### config.mk
export PLATFORM = sky130hd
export DESIGN_NAME = zbsf_div
export DESIGN_NICKNAME = d
export VERILOG_FILES = /design/src/hw/rtl/zbuffer_span_fill_unit_defines.svh /design/src/hw/rtl/zbsf_pkg.sv /design/src/hw/rtl/zbsf_div.sv
export SDC_FILE = /design/constraint.sdc
export NUM_CORES = 1
export LEC_CHECK = 0
export BUFFER_PORTS_ARGS = -buffer_cell sky130_fd_sc_hd__buf_4
export CORE_MARGIN = 3
export CORE_UTILIZATION = 40
export CTS_BUF_LIST = sky130_fd_sc_hd__clkbuf_2
export CTS_CLUSTER_DIAMETER = 150
export DETAILED_ROUTE_END_ITERATION = 10
export GPL_TIMING_DRIVEN = 0
export PLACE_DENSITY = 0.76
export SLEW_MARGIN = 20
export SYNTH_ARGS = -nofsm -noshare
export SYNTH_HDL_FRONTEND = slang
export SYNTH_SLANG_ARGS = --single-unit
export TNS_END_PERCENT = 100
### constraint.sdc
create_clock -name clk -period 6.44 [get_ports clk]
set_input_delay 0.644 -clock clk [delete_from_list [all_inputs] [get_ports clk]]
set_output_delay 0.644 -clock clk [all_outputs]
set_load 0.02 [all_outputs]
### src/hw/rtl/zbuffer_span_fill_unit_defines.svh
// assertion macros for the span fill unit
`ifndef ZBUFFER_SPAN_FILL_UNIT_DEFINES_SVH
`define ZBUFFER_SPAN_FILL_UNIT_DEFINES_SVH

`ifndef ASSERT_OFF
`define ZBSF_ASSERT_IMP(lbl, ante, cons) \
  lbl: assert property (@(posedge clk) disable iff (!rst_n) (ante) |-> (cons)) \
    else $error("zbsf check failed");
`define ZBSF_ASSERT_NXT(lbl, ante, cons) \
  lbl: assert property (@(posedge clk) disable iff (!rst_n) (ante) |=> (cons)) \
    else $error("zbsf check failed");
`else
`define ZBSF_ASSERT_IMP(lbl, ante, cons)
`define ZBSF_ASSERT_NXT(lbl, ante, cons)
`endif

`endif

### src/hw/rtl/zbsf_pkg.sv
`default_nettype none
package zbsf_pkg;

  localparam int DIM_W   = 13;
  localparam int CFG_W   = 11;
  localparam int DEPTH_W = 24;
  localparam int CH_W    = 12;
  localparam int COLOR_W = 36;
  localparam int PIX_W   = 60;
  localparam int X_W     = 10;

  localparam logic [1:0] KIND_CLEAR = 2'd0;
  localparam logic [1:0] KIND_SPAN  = 2'd1;
  localparam logic [1:0] KIND_READ  = 2'd2;

  localparam logic [2:0] REG_SCREEN_WIDTH  = 3'd0;
  localparam logic [2:0] REG_SCREEN_HEIGHT = 3'd1;
  localparam logic [2:0] REG_FRAME_LEFT    = 3'd2;
  localparam logic [2:0] REG_FRAME_RIGHT   = 3'd3;
  localparam logic [2:0] REG_FRAME_BOTTOM  = 3'd4;
  localparam logic [2:0] REG_FRAME_TOP     = 3'd5;
  localparam logic [2:0] REG_BACKGROUND    = 3'd6;
  localparam logic [2:0] REG_FAR_DEPTH     = 3'd7;

  typedef enum logic [3:0] {
    S_IDLE,
    S_CLEAR,
    S_DIV,
    S_DIVW,
    S_WALK,
    S_DRAIN,
    S_READ,
    S_READW,
    S_DONE
  } state_t;

  typedef struct packed {
    logic [1:0]         kind;
    logic [X_W-1:0]     row;
    logic [X_W-1:0]     left_x;
    logic [X_W-1:0]     right_x;
    logic [DEPTH_W-1:0] left_depth;
    logic [DEPTH_W-1:0] right_depth;
    logic [CH_W-1:0]    left_red;
    logic [CH_W-1:0]    left_green;
    logic [CH_W-1:0]    left_blue;
    logic [CH_W-1:0]    right_red;
    logic [CH_W-1:0]    right_green;
    logic [CH_W-1:0]    right_blue;
  } in_item_t;

  typedef struct packed {
    logic [DEPTH_W-1:0] pixel_depth;
    logic [CH_W-1:0]    pixel_red;
    logic [CH_W-1:0]    pixel_green;
    logic [CH_W-1:0]    pixel_blue;
    logic [CFG_W-1:0]   pixels_written;
    logic               range_error;
  } out_item_t;

endpackage
`default_nettype wire

### src/hw/rtl/zbsf_div.sv
`default_nettype none
// restoring divider, one quotient bit per cycle
module zbsf_div #(
  parameter int NUM_W = 40
) (
  input  wire logic                          clk,
  input  wire logic                          rst_n,
  input  wire logic                          start,
  input  wire logic [NUM_W-1:0]              num,
  input  wire logic [zbsf_pkg::X_W-1:0]      den,
  output logic                               done,
  output logic [NUM_W-1:0]                   quo
);

  localparam int CNT_W = $clog2(NUM_W + 1);

  logic [NUM_W-1:0]          q_r;
  logic [zbsf_pkg::X_W-1:0]  rem_r;
  logic [zbsf_pkg::X_W-1:0]  den_r;
  logic [CNT_W-1:0]          cnt_r;
  logic                      busy_r;
  logic                      done_r;
  logic [zbsf_pkg::X_W:0]    trial;
  logic                      fits;

  assign trial = {rem_r, q_r[NUM_W-1]};
  assign fits  = trial >= {1'b0, den_r};

  always_ff @(posedge clk) begin
    if (!rst_n) begin
      busy_r <= 1'b0;
      done_r <= 1'b0;
      cnt_r  <= '0;
    end else begin
      done_r <= 1'b0;
      if (start) begin
        busy_r <= 1'b1;
        cnt_r  <= CNT_W'(NUM_W);
      end else if (busy_r) begin
        cnt_r <= cnt_r - 1'b1;
        if (cnt_r == CNT_W'(1)) begin
          busy_r <= 1'b0;
          done_r <= 1'b1;
        end
      end
    end
  end

  always_ff @(posedge clk) begin
    if (start) begin
      q_r   <= num;
      rem_r <= '0;
      den_r <= den;
    end else if (busy_r) begin
      rem_r <= fits ? zbsf_pkg::X_W'(trial - {1'b0, den_r}) : trial[zbsf_pkg::X_W-1:0];
      q_r   <= {q_r[NUM_W-2:0], fits};
    end
  end

  assign done = done_r;
  assign quo  = q_r;

endmodule
`default_nettype wire

==> metrics.txt, run 1 <==
first-pass GRT wire length 11.7 mm; Post-Synth Simple-Gate Area 0.0757; register area 0.00186 mm2; RePlAce Congestion 0.769; largest net degree at the start of global routing 36; Final Skew 0.0252 ns; total number of vias 2,358; FF-to-FF path depth 9; CTS tree built; RSZ-0062 raised after global routing false; Worst Setup End Kind register; post-route clock period utilization 0.406; worst min-delay path category in2reg; average wire per standard cell 15.1 um; post-synth cell types 40; initial antenna violation count 0; Async SR Flop Fraction 0; # diodes 0; post_cts resized 0; register area share after synthesis 0.566; Slew Viols, Final 0; DIE AREA 0.00935 mm2; Hold Vio Cnt, Final 0; post-route worst setup slack 3.82 ns; Filler Cell Count 716; Post-Syn Nets 319; min cycle time layout 2.62 ns; Post-DRT Antenna Nets 0; setup_tns 0 ns; maximum vdd drop 118 uV; synth top area cells edfxtp_1 (46%), mux2_2 (14%), dfxtp_1 (11%); Pwr Total 1.02 mW; Hold-fix buffers, CTS 0; Vias per Instance 5.07; Avg Cell Area, Syn 13.0 um2; post-synthesis compound-gate area fraction 0.0783; Iter 0 DRT Violations 101; post-synthesis mux area share 0.161; Cell Pwr Density 241 mW/mm2; startpoint types register; Die H 96.7 um; clock sinks 68; Die X-Extent 96.7 um; Req. time, crit path 6.75 ns; CTS clk-pin slew, worst paths 0.19 ns; I/O Buffers 93; cts bufs inserted 9; Slowest-stage cell, CP o31ai_1; cell with the most instances after synthesis edfxtp_1; main flop type after synthesis edfxtp_1; Post-synth top cells edfxtp_1 (50), mux2_2 (40), nor2_1 (29), dfxtp_1 (18), inv_1 (17); tightest hold margin 0.276 ns; P_leak 1.76 nW; Post-Synth XOR/XNOR Area 0.0293; CTS Buffer Depth 2; CP max FO 10; H-tree levels 3; CP arrival 2.93 ns; Final Setup Violations 0; critical-path cell list inv_1 -> ha_1 -> nor2b_1 -> o31ai_1 -> a2111oi_2 -> or3_1 -> buf_6 -> buf_12 -> mux2_2; Syn Inst Count 253; share of the synthesized area in the top cell type 0.456; post-DP HPWL 5.30 mm; slowest stage delay, CP 0.48 ns; Clock Root Buffer clkbuf_2; Residual DRC 0; hold path depth 1; R2R Setup Slk 3.82 ns; Mapped Area 0.00329 mm2; worst r2r dst quo[0]$_DFFE_PP_; worst skew pair latency 0.52 ns; Max transition margin 0.623; Core Region 0.00785 mm2; # IOs 94; routed wire length 7.03 mm; global route overflow 0; worst r2r src den_r[1]$_DFFE_PP_; status completed; Cell Rows 32; largest family of logic cells by synthesized area multiplexers; Global Route Usage Sum 0.157; number of global-route vias before repair 2,518; Multi-input gate area 0.00130 mm2; CP Class reg2reg; Worst Max-Slew Pin Slew 0.561 ns; synthesized flop and latch total 68; Initial Util 0.419; YS warnings 0; number of nets in the layout 424; hold path endpoint den_r[0]$_DFFE_PP_; worst hold start den[0]; final core area utilization 0.538; cell taking the most area after synthesis edfxtp_1; Max Cap Violations 0; Setup Buffers After CTS 0; Place WS 3.80 ns; Layout Area Growth over Synthesis 28.3%; Post-synth EDFFs 50; share of post-route cells with drive strength above 1 0.433; DRT Pass-1 Iters 4; post-synthesis adder-cell area fraction 0.0517; fmax 382 MHz
==> power by group <==
part	internal, mW	switching (mW)	leakage, nW	total, mW
clock network	0.0514	0.149	0.0570	0.200
logic	0.136	0.137	1.05	0.273
registers	0.520	0.0251	0.648	0.545
total	0.707	0.311	1.76	1.02
==> metal layers <==
layer / wire (um) / global-route usage / up-vias
li1: - / - / 1145
met1: 2810 / 0.174 / 1124
met2: 3450 / 0.258 / 75
met3: 629 / 0.0771 / 14
met4: 135 / 0.0616 / 0
met5: 0 / 0 / -
==> worst max-delay path, delay by kind of cell, from the launching register on <==
| kind | cells | cell delay [ns] |
|---|---|---|
| adders and majority gates | 1 | 0.25 |
| buffers and inverters | 3 | 0.39 |
| AOI/OAI and AO/OA | 2 | 0.62 |
| DFF | 1 | 0.40 |
| muxes | 1 | 0.25 |
| and+or+nand+nor | 2 | 0.50 |
==> worst max-delay path by stage <==
stage | startpoint | end | slack (ns) | cells after the start
after detailed placement | den_r[1]$_DFFE_PP_ | quo[0]$_DFFE_PP_ | 3.80 | 9
after global placement | start | quo[6]$_DFFE_PP_ | 3.58 | 4
after global routing | den_r[1]$_DFFE_PP_ | rem_r[8]$_SDFFE_PP0P_ | 3.66 | 10
final | den_r[1]$_DFFE_PP_ | quo[0]$_DFFE_PP_ | 3.82 | 9
after CTS | den_r[1]$_DFFE_PP_ | quo[0]$_DFFE_PP_ | 3.78 | 9
after floorplan | quo[39]$_DFFE_PP_ | quo[0]$_DFFE_PP_ | 4.07 | 9
==> layout make-up <==
cell class              count  share of cell area
clock inverters             5             0.00682
inverters                  17              0.0151
well taps                 102              0.0302
repair buffers             94               0.170
clock buffers              11              0.0130
plain buffers              10              0.0145
multi-input cells         158               0.309
flip-flops and latches     68               0.441
==> layout by cell type, fill, tap and decap left out, drive strengths merged, types with 2 or more instances in the layout <==
cell type / synthesis / final
mux2: 40 / 40
clkinv: 0 / 4
nor2b: 2 / 2
o21a: 5 / 5
nor2: 29 / 29
a211oi: 9 / 9
nor3: 6 / 6
a21oi: 4 / 4
o22ai: 2 / 2
xor2: 4 / 4
o21ai: 2 / 2
inv: 17 / 17
nand4: 2 / 2
dfxtp: 18 / 18
edfxtp: 50 / 50
nand3: 2 / 2
a2111oi: 2 / 2
clkbuf: 7 / 18
nand2b: 3 / 3
ha: 12 / 12
xnor2: 7 / 7
nand2: 6 / 6
mux2i: 8 / 8
buf: 3 / 97
==> flip-flops by register name, indices dropped and copies added, names as in the netlist <==
register,count
den_r,10
cnt_r,6
busy_r,1
done,1
rem_r,10
quo,40
==> cells by family (layout without fill, tap and decap cells) <==
kind of cell / after synthesis / after routing
and+or+nand+nor: 54 / 54
adders and majority gates: 13 / 13
AOI/OAI and AO/OA: 32 / 32
buffers and inverters: 27 / 137
muxes: 48 / 48
DFF: 68 / 68
xor gates and xnor gates: 11 / 11
==> per-stage QoR <==
step / instances / area, um2
after floorplan: 253 / 3290
after global placement: 448 / 4120
after detailed placement: 449 / 4140
after CTS: 465 / 4220
after global routing: 465 / 4220
final: 465 / 4220
No activity file was read; power rests on OpenSTA's default activity.
==> inputs of run 2 (changes only) <==
- PLACE_DENSITY: 0.76 -> 0.79
- clock period: 6.44 -> 2.4 ns (I/O delays scaled with it)
==> run 2 against run 1 <==
Design area up 13%. Flip-flop and latch count stayed put. Register-to-register slack worse by 3.8 ns. Setup slack got worse by 3.8 ns. Critical path depth down 1. Via count is 6.9% higher. Die area stayed put. Global-route usage up 0.97 points. Combinational power rose to 3.0 times the previous value. Sequential power increased to 2.7 times the previous value. First-iteration DRC count fell by 28%. Sequential share of layout area fell by 5.1 points.
==> metrics.txt, run 2 (synthesis results as in run 1) <==
CP Class reg2reg; Clk network pwr share 0.222; fin area 0.00477 mm2; clock sinks 68; Post-DRT Antenna Nets 0; average wire per standard cell 15.3 um; CTS clk-pin slew, worst paths 0.19 ns; Hold Vio Cnt, Final 0; Cell Pwr Density 618 mW/mm2; CTS tree built; final core area utilization 0.608; DIE AREA 0.00935 mm2; min cycle time layout 2.35 ns; sequential share of power 0.498; Max Cap Violations 0; CP max FO 10; post-DP HPWL 5.15 mm; Global Route Usage Sum 0.167; Sw Pwr 0.889 mW; CTS Buffer Depth 2; status completed; Final Setup Violations 0; Final Skew 0.0248 ns; M1 wire length 3.27 mm; FF-to-FF path depth 8; cts bufs inserted 9; number of global-route vias before repair 2,650; Initial Util 0.419; DRT Pass-1 Iters 4; # IOs 94; # diodes 0; Slowest-stage cell, CP edfxtp_1; worst min-delay path category in2reg; R2R Setup Slk 0.05 ns; fmax 425 MHz; CP arrival 2.61 ns; Residual DRC 0; Cell Rows 32; Layout Area Growth over Synthesis 45.0%; number of nets in the layout 472; worst hold start num[33]; share of post-route cells with drive strength above 1 0.405; startpoint types register; slowest stage delay, CP 0.40 ns; commonest non-fill, non-tap cell in the layout buf_4; tightest hold margin 0.0638 ns; Core Region 0.00785 mm2; Met3 Routed Length 493 um; global route overflow 0; worst r2r dst quo[0]$_DFFE_PP_; first-pass GRT wire length 12.5 mm; Iter 0 DRT Violations 73; Clock Root Buffer clkbuf_2; worst skew pair latency 0.49 ns; met2 wire len 3.87 mm; maximum vdd drop 365 uV; Vias per Instance 4.92; most frequent cells in the layout buf_4 (95), edfxtp_1 (50), dlygate4sd3_1 (46), mux2_2 (40), nor2_1 (29); critical-path cell list inv_1 -> ha_4 -> a2111oi_4 -> a2111oi_2 -> or3_1 -> buf_6 -> buf_12 -> mux2_2; RePlAce Congestion 0.844; switching share of power 0.301; initial antenna violation count 0; routed wire length 7.82 mm; Req. time, crit path 2.65 ns; placed cell area 0.00414 mm2; largest net degree at the start of global routing 27; Worst Setup End Kind register; post-route clock period utilization 0.979; Worst Max-Slew Pin Slew 0.563 ns; Pint 2.06 mW; worst r2r src den_r[6]$_DFFE_PP_; Die H 96.7 um; hold path endpoint quo[33]$_DFFE_PP_; Max transition margin 0.625; Max Used Layer met4; hold path depth 2; P_leak 1.96 nW; RSZ-0062 raised after global routing true; I/O Buffers 93; H-tree levels 3; Logic pwr share 0.280; total number of vias 2,520; Slew Viols, Final 0; Die X-Extent 96.7 um; max FFs per register 40
## run 2: cell types whose count changed in the layout (fill, tap and decap cells not counted), sizes merged
| cell | previous run | this run |
|---|---|---|
| dlygate4sd3 | 0 | 46 |
| buf | 97 | 99 |
| clkbuf | 18 | 16 |
| clkinv | 4 | 2 |
| clkinvlp | 1 | 3 |
| bufinv | 0 | 1 |
## run 2: final cells by class
| cell class | count | area, um2 |
|---|---|---|
| Clock inverter | 6 | 66.3 |
| Sequential cell | 68 | 1860 |
| Clock buffer | 9 | 45.0 |
| Tap cell | 102 | 128 |
| Inverter | 17 | 63.8 |
| Fill cell | 662 | 3080 |
| Multi-Input combinational cell | 158 | 1350 |
| Buffer | 10 | 61.3 |
| Timing Repair Buffer | 142 | 1190 |
## run 2: power by group through the flow
| stage | clock, mW | combinational (mW) | sequential [mW] |
|---|---|---|---|
| after floorplan | 0 | 0.384 | 1.57 |
| after global placement | 0 | 0.713 | 1.49 |
| after global routing | 0.731 | 0.894 | 1.48 |
| after detailed placement | 0 | 0.733 | 1.49 |
| final | 0.656 | 0.826 | 1.47 |
| after CTS | 0.672 | 0.796 | 1.47 |
## run 2: timing repair
action | 4_1_cts | 5_1_grt
hold buffers | 37 | 9
pin swaps | 2 | 5
gates resized for setup | 5 | 3
setup endpoints to repair | 6 | 5
endpoints found under the hold margin | 39 | 10
buffers inserted | 1 | 1
## run 2: worst max-delay path by stage
stage                             startpoint               end  slack [ns]  cells past startpoint
after global routing      den_r[1]$_DFFE_PP_  quo[0]$_DFFE_PP_       -0.05                      9
after floorplan            quo[39]$_DFFE_PP_  quo[0]$_DFFE_PP_        0.03                      9
after global placement    den_r[1]$_DFFE_PP_  quo[0]$_DFFE_PP_       -0.11                      9
after CTS                 den_r[1]$_DFFE_PP_  quo[0]$_DFFE_PP_       0.005                      9
after detailed placement  den_r[1]$_DFFE_PP_  quo[0]$_DFFE_PP_       -0.14                      9
final                     den_r[6]$_DFFE_PP_  quo[0]$_DFFE_PP_        0.05                      8
## run 2: metal layers
| layer | up-vias | track usage |
|---|---|---|
| met5 | - | 0 |
| met4 | 0 | 0.0756 |
| met3 | 14 | 0.0606 |
| met2 | 82 | 0.277 |
| met1 | 1187 | 0.192 |
| li1 | 1237 | - |
## run 2: worst max-delay path, delay by kind of cell (launching register included)
| kind | cells | cell delay (ns) |
|---|---|---|
| AO/OA/AOI/OAI | 2 | 0.52 |
| multiplexers | 1 | 0.25 |
| flip-flops | 1 | 0.40 |
| buffers and inverters | 3 | 0.38 |
| adder cells (fa/ha/maj) | 1 | 0.23 |
| AND/OR/NAND/NOR | 1 | 0.33 |
## run 2: per-stage QoR
stage / setup TNS [ns] / worst slack (ns) / instances / power, mW
finish: 0 / 0.0493 / 512 / 2.95
global route: -0.0568 / -0.0468 / 512 / 3.11
CTS: 0 / 0.00496 / 502 / 2.93
detailed placement: -0.354 / -0.141 / 449 / 2.22
global placement: -1.83 / -0.112 / 448 / 2.20
floorplan: 0 / 0.0323 / 253 / 1.95
